===== src/sv/ehp_pkg.sv =====
// ----------------------------------------------------------------------------
// ehp_pkg: shared types and constants of the Ethernet/IPv4 header parser
// Result item layout, protocol codes and the frame size limit.
// ----------------------------------------------------------------------------
`default_nettype none

package ehp_pkg;

  // Largest number of frame bytes that are looked at.
  localparam int MaxFrameBytes = 65535;

  // Depth of the result queue; a step writes up to two items.
  localparam int QueueDepth = 4;

  // Stream widths.
  localparam int InTdataW  = 8;
  localparam int OutTdataW = 208;

  // Header constants.
  localparam logic [15:0] EtherTypeIpv4 = 16'h0800;
  localparam logic [7:0]  IpProtoIcmp   = 8'd1;
  localparam logic [7:0]  IpProtoTcp    = 8'd6;
  localparam logic [7:0]  IpProtoUdp    = 8'd17;
  localparam logic [3:0]  MinWords      = 4'd5;
  localparam logic [7:0]  CharLow       = 8'd32;
  localparam logic [7:0]  CharHigh      = 8'd126;
  localparam logic [7:0]  CharDot       = 8'd46;

  // Protocol code of a header record.
  typedef enum logic [1:0] {
    PROTO_ICMP = 2'd0,
    PROTO_TCP  = 2'd1,
    PROTO_UDP  = 2'd2
  } proto_code_t;

  // Kind of a result item.
  typedef enum logic {
    KIND_CHAR   = 1'b0,
    KIND_RECORD = 1'b1
  } item_kind_t;

  // One result item.
  typedef struct packed {
    item_kind_t  item_kind;
    logic [7:0]  payload_char;
    logic [47:0] mac_src;
    logic [47:0] mac_dst;
    logic [31:0] ip_src;
    logic [31:0] dest_ip;
    proto_code_t proto_code;
    logic [15:0] port_src;
    logic [15:0] port_dst;
    logic        record_last;
  } result_t;

  // Results of one step, handed to the queue in order.
  typedef struct packed {
    logic [1:0] count;
    result_t    first;
    result_t    second;
  } push_t;

endpackage

`default_nettype wire


===== src/sv/ehp_parser.sv =====
// ----------------------------------------------------------------------------
// ehp_parser: header field capture and result generation
// Tracks the byte position of the frame, captures header fields and produces
// the payload character and the closing header record of each step.
// ----------------------------------------------------------------------------
`default_nettype none

module ehp_parser #(
  parameter int MAX_FRAME_BYTES = ehp_pkg::MaxFrameBytes
) (
  input  wire logic          clk,
  input  wire logic          rst,
  input  wire logic          in_take,
  input  wire logic [7:0]    in_byte,
  input  wire logic          in_end,
  output ehp_pkg::push_t     push
);

  localparam int PW = $clog2(MAX_FRAME_BYTES + 1);
  localparam int CW = (PW > 8) ? PW + 1 : 9;

  // Frame state.
  logic [PW-1:0] byte_position;
  logic [47:0]   src_mac_reg;
  logic [47:0]   dst_mac_reg;
  logic [15:0]   ether_type_reg;
  logic [3:0]    header_words;
  logic [7:0]    ip_proto_reg;
  logic [31:0]   src_ip_reg;
  logic [31:0]   dst_ip_reg;
  logic [15:0]   src_port_reg;
  logic [15:0]   dst_port_reg;
  logic [3:0]    tcp_offset_words;

  // Values after this byte's capture.
  logic [47:0] src_mac_next;
  logic [47:0] dst_mac_next;
  logic [15:0] ether_type_next;
  logic [3:0]  header_words_next;
  logic [7:0]  ip_proto_next;
  logic [31:0] src_ip_next;
  logic [31:0] dst_ip_next;
  logic [15:0] src_port_next;
  logic [15:0] dst_port_next;
  logic [3:0]  tcp_offset_next;

  logic          capture_en;
  logic [CW-1:0] pos_w;
  logic [CW-1:0] count_w;
  logic [7:0]    transport_start;
  logic [CW-1:0] t_w;
  logic [7:0]    payload_start;
  logic [CW-1:0] ps_w;
  logic          frame_ok;
  logic          emit_char;
  logic          emit_record;
  logic [7:0]    mapped_char;
  ehp_pkg::proto_code_t code;
  ehp_pkg::result_t     char_item;
  ehp_pkg::result_t     record_item;

  assign capture_en = in_take && (byte_position < PW'(MAX_FRAME_BYTES));
  assign pos_w      = CW'(byte_position);
  assign count_w    = capture_en ? pos_w + CW'(1) : pos_w;

  // The transport header starts after the Ethernet and IPv4 headers.
  assign transport_start = 8'd14 + {2'b00, header_words, 2'b00};
  assign t_w             = CW'(transport_start);

  // Field capture at the current byte position.
  always_comb begin
    src_mac_next      = src_mac_reg;
    dst_mac_next      = dst_mac_reg;
    ether_type_next   = ether_type_reg;
    header_words_next = header_words;
    ip_proto_next     = ip_proto_reg;
    src_ip_next       = src_ip_reg;
    dst_ip_next       = dst_ip_reg;
    src_port_next     = src_port_reg;
    dst_port_next     = dst_port_reg;
    tcp_offset_next   = tcp_offset_words;
    if (capture_en) begin
      if (pos_w < CW'(6)) begin
        dst_mac_next = {dst_mac_reg[39:0], in_byte};
      end else if (pos_w < CW'(12)) begin
        src_mac_next = {src_mac_reg[39:0], in_byte};
      end else if (pos_w < CW'(14)) begin
        ether_type_next = {ether_type_reg[7:0], in_byte};
      end else if (pos_w == CW'(14)) begin
        header_words_next = in_byte[3:0];
      end else if (pos_w == CW'(23)) begin
        ip_proto_next = in_byte;
      end else if (pos_w >= CW'(26) && pos_w < CW'(30)) begin
        src_ip_next = {src_ip_reg[23:0], in_byte};
      end else if (pos_w >= CW'(30) && pos_w < CW'(34)) begin
        dst_ip_next = {dst_ip_reg[23:0], in_byte};
      end
      if (header_words >= ehp_pkg::MinWords && pos_w >= t_w) begin
        if (pos_w < t_w + CW'(2)) begin
          src_port_next = {src_port_reg[7:0], in_byte};
        end else if (pos_w < t_w + CW'(4)) begin
          dst_port_next = {dst_port_reg[7:0], in_byte};
        end else if (pos_w == t_w + CW'(12)) begin
          tcp_offset_next = in_byte[7:4];
        end
      end
    end
  end

  // Payload start and frame check on the updated fields.
  always_comb begin
    if (ip_proto_next == ehp_pkg::IpProtoTcp) begin
      payload_start = transport_start + {2'b00, tcp_offset_next, 2'b00};
    end else if (ip_proto_next == ehp_pkg::IpProtoUdp) begin
      payload_start = transport_start + 8'd8;
    end else begin
      payload_start = transport_start;
    end
    frame_ok = 1'b0;
    if (ether_type_next == ehp_pkg::EtherTypeIpv4 && header_words_next >= ehp_pkg::MinWords)
    begin
      if (ip_proto_next == ehp_pkg::IpProtoIcmp || ip_proto_next == ehp_pkg::IpProtoUdp) begin
        frame_ok = 1'b1;
      end else if (ip_proto_next == ehp_pkg::IpProtoTcp) begin
        frame_ok = tcp_offset_next >= ehp_pkg::MinWords;
      end
    end
  end

  assign ps_w        = CW'(payload_start);
  assign emit_char   = capture_en && frame_ok && (pos_w >= ps_w);
  assign emit_record = in_take && in_end && frame_ok && (count_w >= ps_w);

  assign mapped_char = (in_byte >= ehp_pkg::CharLow && in_byte <= ehp_pkg::CharHigh) ?
                       in_byte : ehp_pkg::CharDot;

  always_comb begin
    if (ip_proto_next == ehp_pkg::IpProtoTcp) begin
      code = ehp_pkg::PROTO_TCP;
    end else if (ip_proto_next == ehp_pkg::IpProtoUdp) begin
      code = ehp_pkg::PROTO_UDP;
    end else begin
      code = ehp_pkg::PROTO_ICMP;
    end
  end

  // Build the result items.
  always_comb begin
    char_item              = '0;
    char_item.item_kind    = ehp_pkg::KIND_CHAR;
    char_item.payload_char = mapped_char;

    record_item              = '0;
    record_item.item_kind    = ehp_pkg::KIND_RECORD;
    record_item.mac_src      = src_mac_next;
    record_item.mac_dst      = dst_mac_next;
    record_item.ip_src       = src_ip_next;
    record_item.dest_ip      = dst_ip_next;
    record_item.proto_code   = code;
    record_item.port_src     = (code == ehp_pkg::PROTO_ICMP) ? 16'd0 : src_port_next;
    record_item.port_dst     = (code == ehp_pkg::PROTO_ICMP) ? 16'd0 : dst_port_next;
    record_item.record_last  = 1'b1;
  end

  // Order the items: the character comes before the record.
  always_comb begin
    push.count  = {1'b0, emit_char} + {1'b0, emit_record};
    push.first  = emit_char ? char_item : record_item;
    push.second = record_item;
  end

  // State update; every frame end clears the frame state.
  always_ff @(posedge clk) begin
    if (rst || (in_take && in_end)) begin
      byte_position    <= '0;
      src_mac_reg      <= '0;
      dst_mac_reg      <= '0;
      ether_type_reg   <= '0;
      header_words     <= '0;
      ip_proto_reg     <= '0;
      src_ip_reg       <= '0;
      dst_ip_reg       <= '0;
      src_port_reg     <= '0;
      dst_port_reg     <= '0;
      tcp_offset_words <= '0;
    end else if (capture_en) begin
      byte_position    <= byte_position + PW'(1);
      src_mac_reg      <= src_mac_next;
      dst_mac_reg      <= dst_mac_next;
      ether_type_reg   <= ether_type_next;
      header_words     <= header_words_next;
      ip_proto_reg     <= ip_proto_next;
      src_ip_reg       <= src_ip_next;
      dst_ip_reg       <= dst_ip_next;
      src_port_reg     <= src_port_next;
      dst_port_reg     <= dst_port_next;
      tcp_offset_words <= tcp_offset_next;
    end
  end

endmodule

`default_nettype wire


===== src/sv/ehp_out_queue.sv =====
// ----------------------------------------------------------------------------
// ehp_out_queue: result queue
// Takes up to two result items per cycle and hands them out one per cycle while out_ready is high.
// ----------------------------------------------------------------------------
`default_nettype none

module ehp_out_queue (
  input  wire logic           clk,
  input  wire logic           rst,
  input  wire ehp_pkg::push_t push,
  output logic                room,
  output logic                out_valid,
  input  wire logic           out_ready,
  output ehp_pkg::result_t    out_item
);

  localparam int Depth = ehp_pkg::QueueDepth;
  localparam int AW    = $clog2(Depth);

  ehp_pkg::result_t entries [Depth];
  logic [AW-1:0] wr_ptr;
  logic [AW-1:0] rd_ptr;
  logic [AW:0]   fill;
  logic          pop;
  logic [AW:0]   fill_next;

  assign pop       = out_valid && out_ready;
  assign out_valid = fill != '0;
  assign out_item  = entries[rd_ptr];
  // Room for a full step of two items.
  assign room      = fill <= (AW + 1)'(Depth - 2);
  assign fill_next = fill + (AW + 1)'(push.count) - (AW + 1)'(pop);

  // Pointers and fill level.
  always_ff @(posedge clk) begin
    if (rst) begin
      wr_ptr <= '0;
      rd_ptr <= '0;
      fill   <= '0;
    end else begin
      wr_ptr <= wr_ptr + AW'(push.count);
      rd_ptr <= rd_ptr + AW'(pop);
      fill   <= fill_next;
    end
  end

  // Item storage.
  always_ff @(posedge clk) begin
    if (push.count != 2'd0) begin
      entries[wr_ptr] <= push.first;
    end
    if (push.count == 2'd2) begin
      entries[wr_ptr + AW'(1)] <= push.second;
    end
  end

endmodule

`default_nettype wire


===== src/sv/ethernet_ip_header_parser.sv =====
// ----------------------------------------------------------------------------
// ethernet_ip_header_parser: Ethernet/IPv4 ICMP, TCP and UDP header parser
// Takes a frame one byte per item, emits its payload as printable characters
// and, at frame end, one header record with MACs, addresses and ports.
// ----------------------------------------------------------------------------
//
//   Channel   Direction  Item
//   s_axis    in         one frame byte, tlast on the last byte of the frame
//   m_axis    out        payload character or header record (tuser = kind)
//
// One frame byte is taken every cycle while the queue has room; field capture,
// the payload check and the result building are combinational, ahead of a
// four-entry result queue. A frame's last byte may give two items, which drain in order.
// Input is stalled only while the queue holds more than two items.
// rst is synchronous and clears the frame state and the queue.
`default_nettype none

module ethernet_ip_header_parser #(
  parameter int MAX_FRAME_BYTES = ehp_pkg::MaxFrameBytes
) (
  input  wire logic                          clk,
  input  wire logic                          rst,
  input  wire logic                          s_axis_tvalid,
  output logic                               s_axis_tready,
  input  wire logic [ehp_pkg::InTdataW-1:0]  s_axis_tdata,  // [7:0] frame_byte
  input  wire logic                          s_axis_tlast,  // frame_end
  output logic                               m_axis_tvalid,
  input  wire logic                          m_axis_tready,
  // [7:0] payload_char, [55:8] mac_src, [103:56] mac_dst,
  // [135:104] ip_src, [167:136] dest_ip, [169:168] proto_code,
  // [185:170] port_src, [201:186] port_dst, [207:202] zero
  output logic [ehp_pkg::OutTdataW-1:0]      m_axis_tdata,
  output logic                               m_axis_tuser,  // [0] item_kind
  output logic                               m_axis_tlast   // record_last
);

  logic             take;
  logic             room;
  ehp_pkg::push_t   push;
  ehp_pkg::result_t out_item;

  assign s_axis_tready = room;
  assign take          = s_axis_tvalid && room;

  ehp_parser #(
    .MAX_FRAME_BYTES(MAX_FRAME_BYTES)
  ) u_parser (
    .clk     (clk),
    .rst     (rst),
    .in_take (take),
    .in_byte (s_axis_tdata[7:0]),
    .in_end  (s_axis_tlast),
    .push    (push)
  );

  ehp_out_queue u_queue (
    .clk       (clk),
    .rst       (rst),
    .push      (push),
    .room      (room),
    .out_valid (m_axis_tvalid),
    .out_ready (m_axis_tready),
    .out_item  (out_item)
  );

  // Pack the result item onto the output stream.
  assign m_axis_tdata = {6'd0,
                         out_item.port_dst,
                         out_item.port_src,
                         out_item.proto_code,
                         out_item.dest_ip,
                         out_item.ip_src,
                         out_item.mac_dst,
                         out_item.mac_src,
                         out_item.payload_char};
  assign m_axis_tuser = out_item.item_kind;
  assign m_axis_tlast = out_item.record_last;

endmodule

`default_nettype wire


===== config.mk =====
export PLATFORM = sky130hd
export DESIGN_NAME = ethernet_ip_header_parser
export DESIGN_NICKNAME = d
export VERILOG_FILES = /design/src/sv/ehp_pkg.sv /design/src/sv/ehp_parser.sv /design/src/sv/ehp_out_queue.sv /design/src/sv/ethernet_ip_header_parser.sv
export SDC_FILE = /design/constraint.sdc
export NUM_CORES = 1
export LEC_CHECK = 0
export BUFFER_PORTS_ARGS = -buffer_cell sky130_fd_sc_hd__buf_2
export CAP_MARGIN = 10
export CORE_UTILIZATION = 45
export CTS_BUF_LIST = sky130_fd_sc_hd__clkbuf_4 sky130_fd_sc_hd__clkbuf_8
export CTS_CLUSTER_SIZE = 16
export DETAILED_ROUTE_END_ITERATION = 16
export PLACE_DENSITY = 0.7
export SLEW_MARGIN = 20
export SYNTH_ARGS = -nofsm -noshare
export SYNTH_HDL_FRONTEND = slang
export SYNTH_SLANG_ARGS = --single-unit

===== constraint.sdc =====
create_clock -name clk -period 15.01 [get_ports clk]
set_clock_uncertainty 0.2 [all_clocks]
set_input_delay 0 -clock clk [delete_from_list [all_inputs] [get_ports clk]]
set_output_delay 0 -clock clk [all_outputs]
set_load 0.05 [all_outputs]

==> impl_metrics.json <==
{
  "synth_cell_types": 68,
  "p_switching_uw": 1507,
  "gp_congestion": 0.8426,
  "cts_resized": 0,
  "post-route-util_pct": 50.89,
  "grt_pass1_wl_um": 182400,
  "nets": 3529,
  "power_density_nw_per_um2": 122.9,
  "io_buffers": 218,
  "fin_crit_sh_pct": 68.57,
  "drt-initial-drc-count": 2967,
  "htree_levels": 4,
  "p_comb_share_pct": 7.9,
  "max_slew_margin_pct": -7.198,
  "netlist_instances": 3328,
  "worst-path-max-fanout": 101,
  "drc": 0,
  "die_area_um2": 102300,
  "ir_drop_uv": 89.19,
  "hold_start": "s_axis_tdata[0]",
  "synth_edf_count": 776,
  "synth_area_per_cell_um2": 13.66,
  "postLayoutCellArea_um2": 50970,
  "grt_max_degree": 176,
  "netlist.top_cell.by_area": "edfxtp_1",
  "ys_seq_area_share_pct": 63.74,
  "arrival_ns": 10.53,
  "p_int_uw": 4758,
  "hold_violations": 0,
  "status": "complete, but fails checks",
  "via_count": 29500,
  "holdPathEnd": "u_parser.ether_type_reg[0]",
  "syn-cell-area_um2": 45440,
  "die_h_um": 319.8,
  "post_drt_wl_per_cell_um": 24.76,
  "synth_top_cells_by_count": "a21oi_1, edfxtp_1, dfxtp_1, nor2_1, mux4_2",
  "hold_depth": 4,
  "synthTopCellsByArea": "edfxtp_1, dfxtp_1, mux4_2, a21oi_1, mux2i_1",
  "fin_crit_ns": 10.29,
  "grt_pass1_vias": 29420,
  "violations": "max-slew violations",
  "synth_seq_cells": 1059,
  "grt_usage_pct": 23.52,
  "nFillCells": 8448,
  "leakagePower_uw": 0.01364,
  "grt.overflow.total": 0,
  "clk_latency_ns": 0.87,
  "max-cap-violations": 0,
  "finalSetupViolations": 0,
  "drtAntennaViolNets": 0,
  "synth_most_common_cell": "a21oi_1",
  "path_delay_family": "adder cells",
  "viasPerCell": 5.988,
  "min_path_type": "in -> reg",
  "rows": 116,
  "critical_path_class": "reg -> reg",
  "cts_tree": "yes",
  "largest_register_ffs": 812,
  "critical_path_required_ns": 15.25,
  "start_util_pct": 45.38,
  "start_kind": "flip-flop",
  "antenna_found_initial": 5,
  "r2r_cells": 31,
  "p_sw_share_pct": 24.06,
  "clkSinkCount": 1059,
  "fin_tns_setup_ns": 0,
  "place_hpwl_um": 65800,
  "fmax_ghz": 0.09716,
  "cts_buffer_depth": 3,
  "clk_pin_slew_ns": 0.06,
  "async_flop_share_pct": 0,
  "synth_top_area_share_pct": 51.28,
  "tightest_slew_ns": 1.608,
  "grt_setup_unrepaired": "no",
  "wirelength_um": 122000,
  "drive_gt1_share_pct": 23.17,
  "core_um2": 100100,
  "dp.cells": 4579,
  "r2r_start": "u_parser.header_words[0]",
  "drv_slew": 72,
  "critPathSlowestCell": "buf_4",
  "cpPeakStageDelay_ns": 0.83,
  "yosysWarnings": 0,
  "synth_ff_type": "edfxtp_1",
  "cp.buffers_inverters": 5,
  "r2r_slack_ns": 4.72,
  "cts_root_buf": "clkbuf_8",
  "numCtsBuffers": 171,
  "seq_power_share_pct": 50.3,
  "die_x_um": 319.8,
  "clkPwrFrac_pct": 41.8,
  "r2r-end": "u_queue.entries[2][144]",
  "power_uw": 6266,
  "synthToLayoutAreaGrowth_pct": 12.16,
  "ios": 225,
  "endpoint_kind": "flip-flop",
  "cp_common_cell": "ha_1",
  "instances_no_fill": 4927,
  "placed_cell_area_um2": 47090,
  "dr.pass1.iters": 6
}
worst max path at each step:
stage | startpoint | cells past startpoint | slack (ns) | to
finish | u_parser.header_words[0] | 31 | 4.72 | u_queue.entries[2][144]
global route | u_parser.header_words[0] | 31 | 4.03 | u_queue.entries[2][144]
CTS | u_parser.header_words[0] | 31 | 4.72 | u_queue.entries[2][132]
detailed placement | u_parser.header_words[0] | 31 | 4.77 | u_queue.entries[2][145]
global placement | u_parser.header_words[0] | 31 | 4.99 | u_queue.entries[2][145]
floorplan | u_parser.header_words[0] | 34 | 3.51 | u_queue.entries[0][100]
metal layers:
layer  GRT usage (%)  share of wire, %  up-vias
li1                -                 -    12930
met1           31.75                41    15000
met2           37.86                48     1356
met3           4.363               7.8      213
met4           8.665               3.1        6
met5          0.6619             0.094        -
final cells by class:
| cell class | count | area [µm²] | share of cell area (%) |
|---|---|---|---|
| Inverter | 26 | 127.6 | 0.2504 |
| Sequential cell | 1059 | 28980 | 56.85 |
| Multi-Input combinational cell | 1931 | 14880 | 29.19 |
| Antenna cell | 3 | 7.507 | 0.01473 |
| Timing Repair Buffer | 286 | 1693 | 3.321 |
| Clock buffer | 277 | 3268 | 6.412 |
| Clock inverter | 47 | 396.6 | 0.7782 |
| Tap cell | 1298 | 1624 | 3.186 |
metrics by stage:
step / setup slack [ns] / hold WS, ns
after floorplan: 3.507 / -0.1284
after global placement: 4.990 / 0.1189
after detailed placement: 4.770 / 0.1159
after CTS: 4.719 / 0.006894
after global routing: 4.031 / 0.06588
final: 4.717 / 0.08171
logic make-up after synthesis:
group | synth area share (%)
DFF | 63.74
AOI/OAI and AO/OA | 10.64
and+or+nand+nor | 5.421
other | 0.008252
adders and majority gates | 1.162
xor gates and xnor gates | 0.6938
muxes | 14.57
buffers and inverters | 3.761
layout by cell type, fill, tap and decap left out, types with 16 or more instances in the layout:
cell type | Yosys | routed
a21oi_1 | 826 | 826
buf_2 | 34 | 218
buf_4 | 57 | 44
clkbuf_4 | 0 | 87
clkbuf_8 | 0 | 190
clkinv_1 | 0 | 16
dfxtp_1 | 283 | 281
dlygate4sd3_1 | 0 | 20
edfxtp_1 | 776 | 776
ha_1 | 39 | 39
inv_1 | 26 | 22
mux2i_1 | 198 | 198
mux4_2 | 203 | 203
nand2_1 | 105 | 105
nand3_1 | 19 | 18
nor2_1 | 244 | 243
nor2b_1 | 23 | 23
o31ai_1 | 32 | 32
or2_2 | 25 | 25
xnor2_1 | 21 | 21
power groups by stage:
| stage | clock network, µW | registers [µW] | logic (µW) |
|---|---|---|---|
| after CTS | 2650 | 3150 | 504 |
| after floorplan | 0 | 3180 | 418 |
| after detailed placement | 0 | 3220 | 499 |
| after global routing | 2770 | 3160 | 531 |
| final | 2620 | 3150 | 493 |
| after global placement | 0 | 3220 | 498 |
worst register-to-register path: cells and delay by family (launching register included):
family | cells | cell delay (ns)
fa+ha+maj | 7 | 2.26
buf+inv | 5 | 2.24
simple gates | 8 | 2.07
compound gates | 7 | 1.28
xor+xnor | 3 | 0.78
flops | 1 | 0.55
mux | 1 | 0.43
what timing repair did:
action                                 4_1_cts  5_1_grt
buffers inserted                             0        0
hold buffers                                20        0
endpoints found under the hold margin      293        0
(Power assumes the default switching activity.)
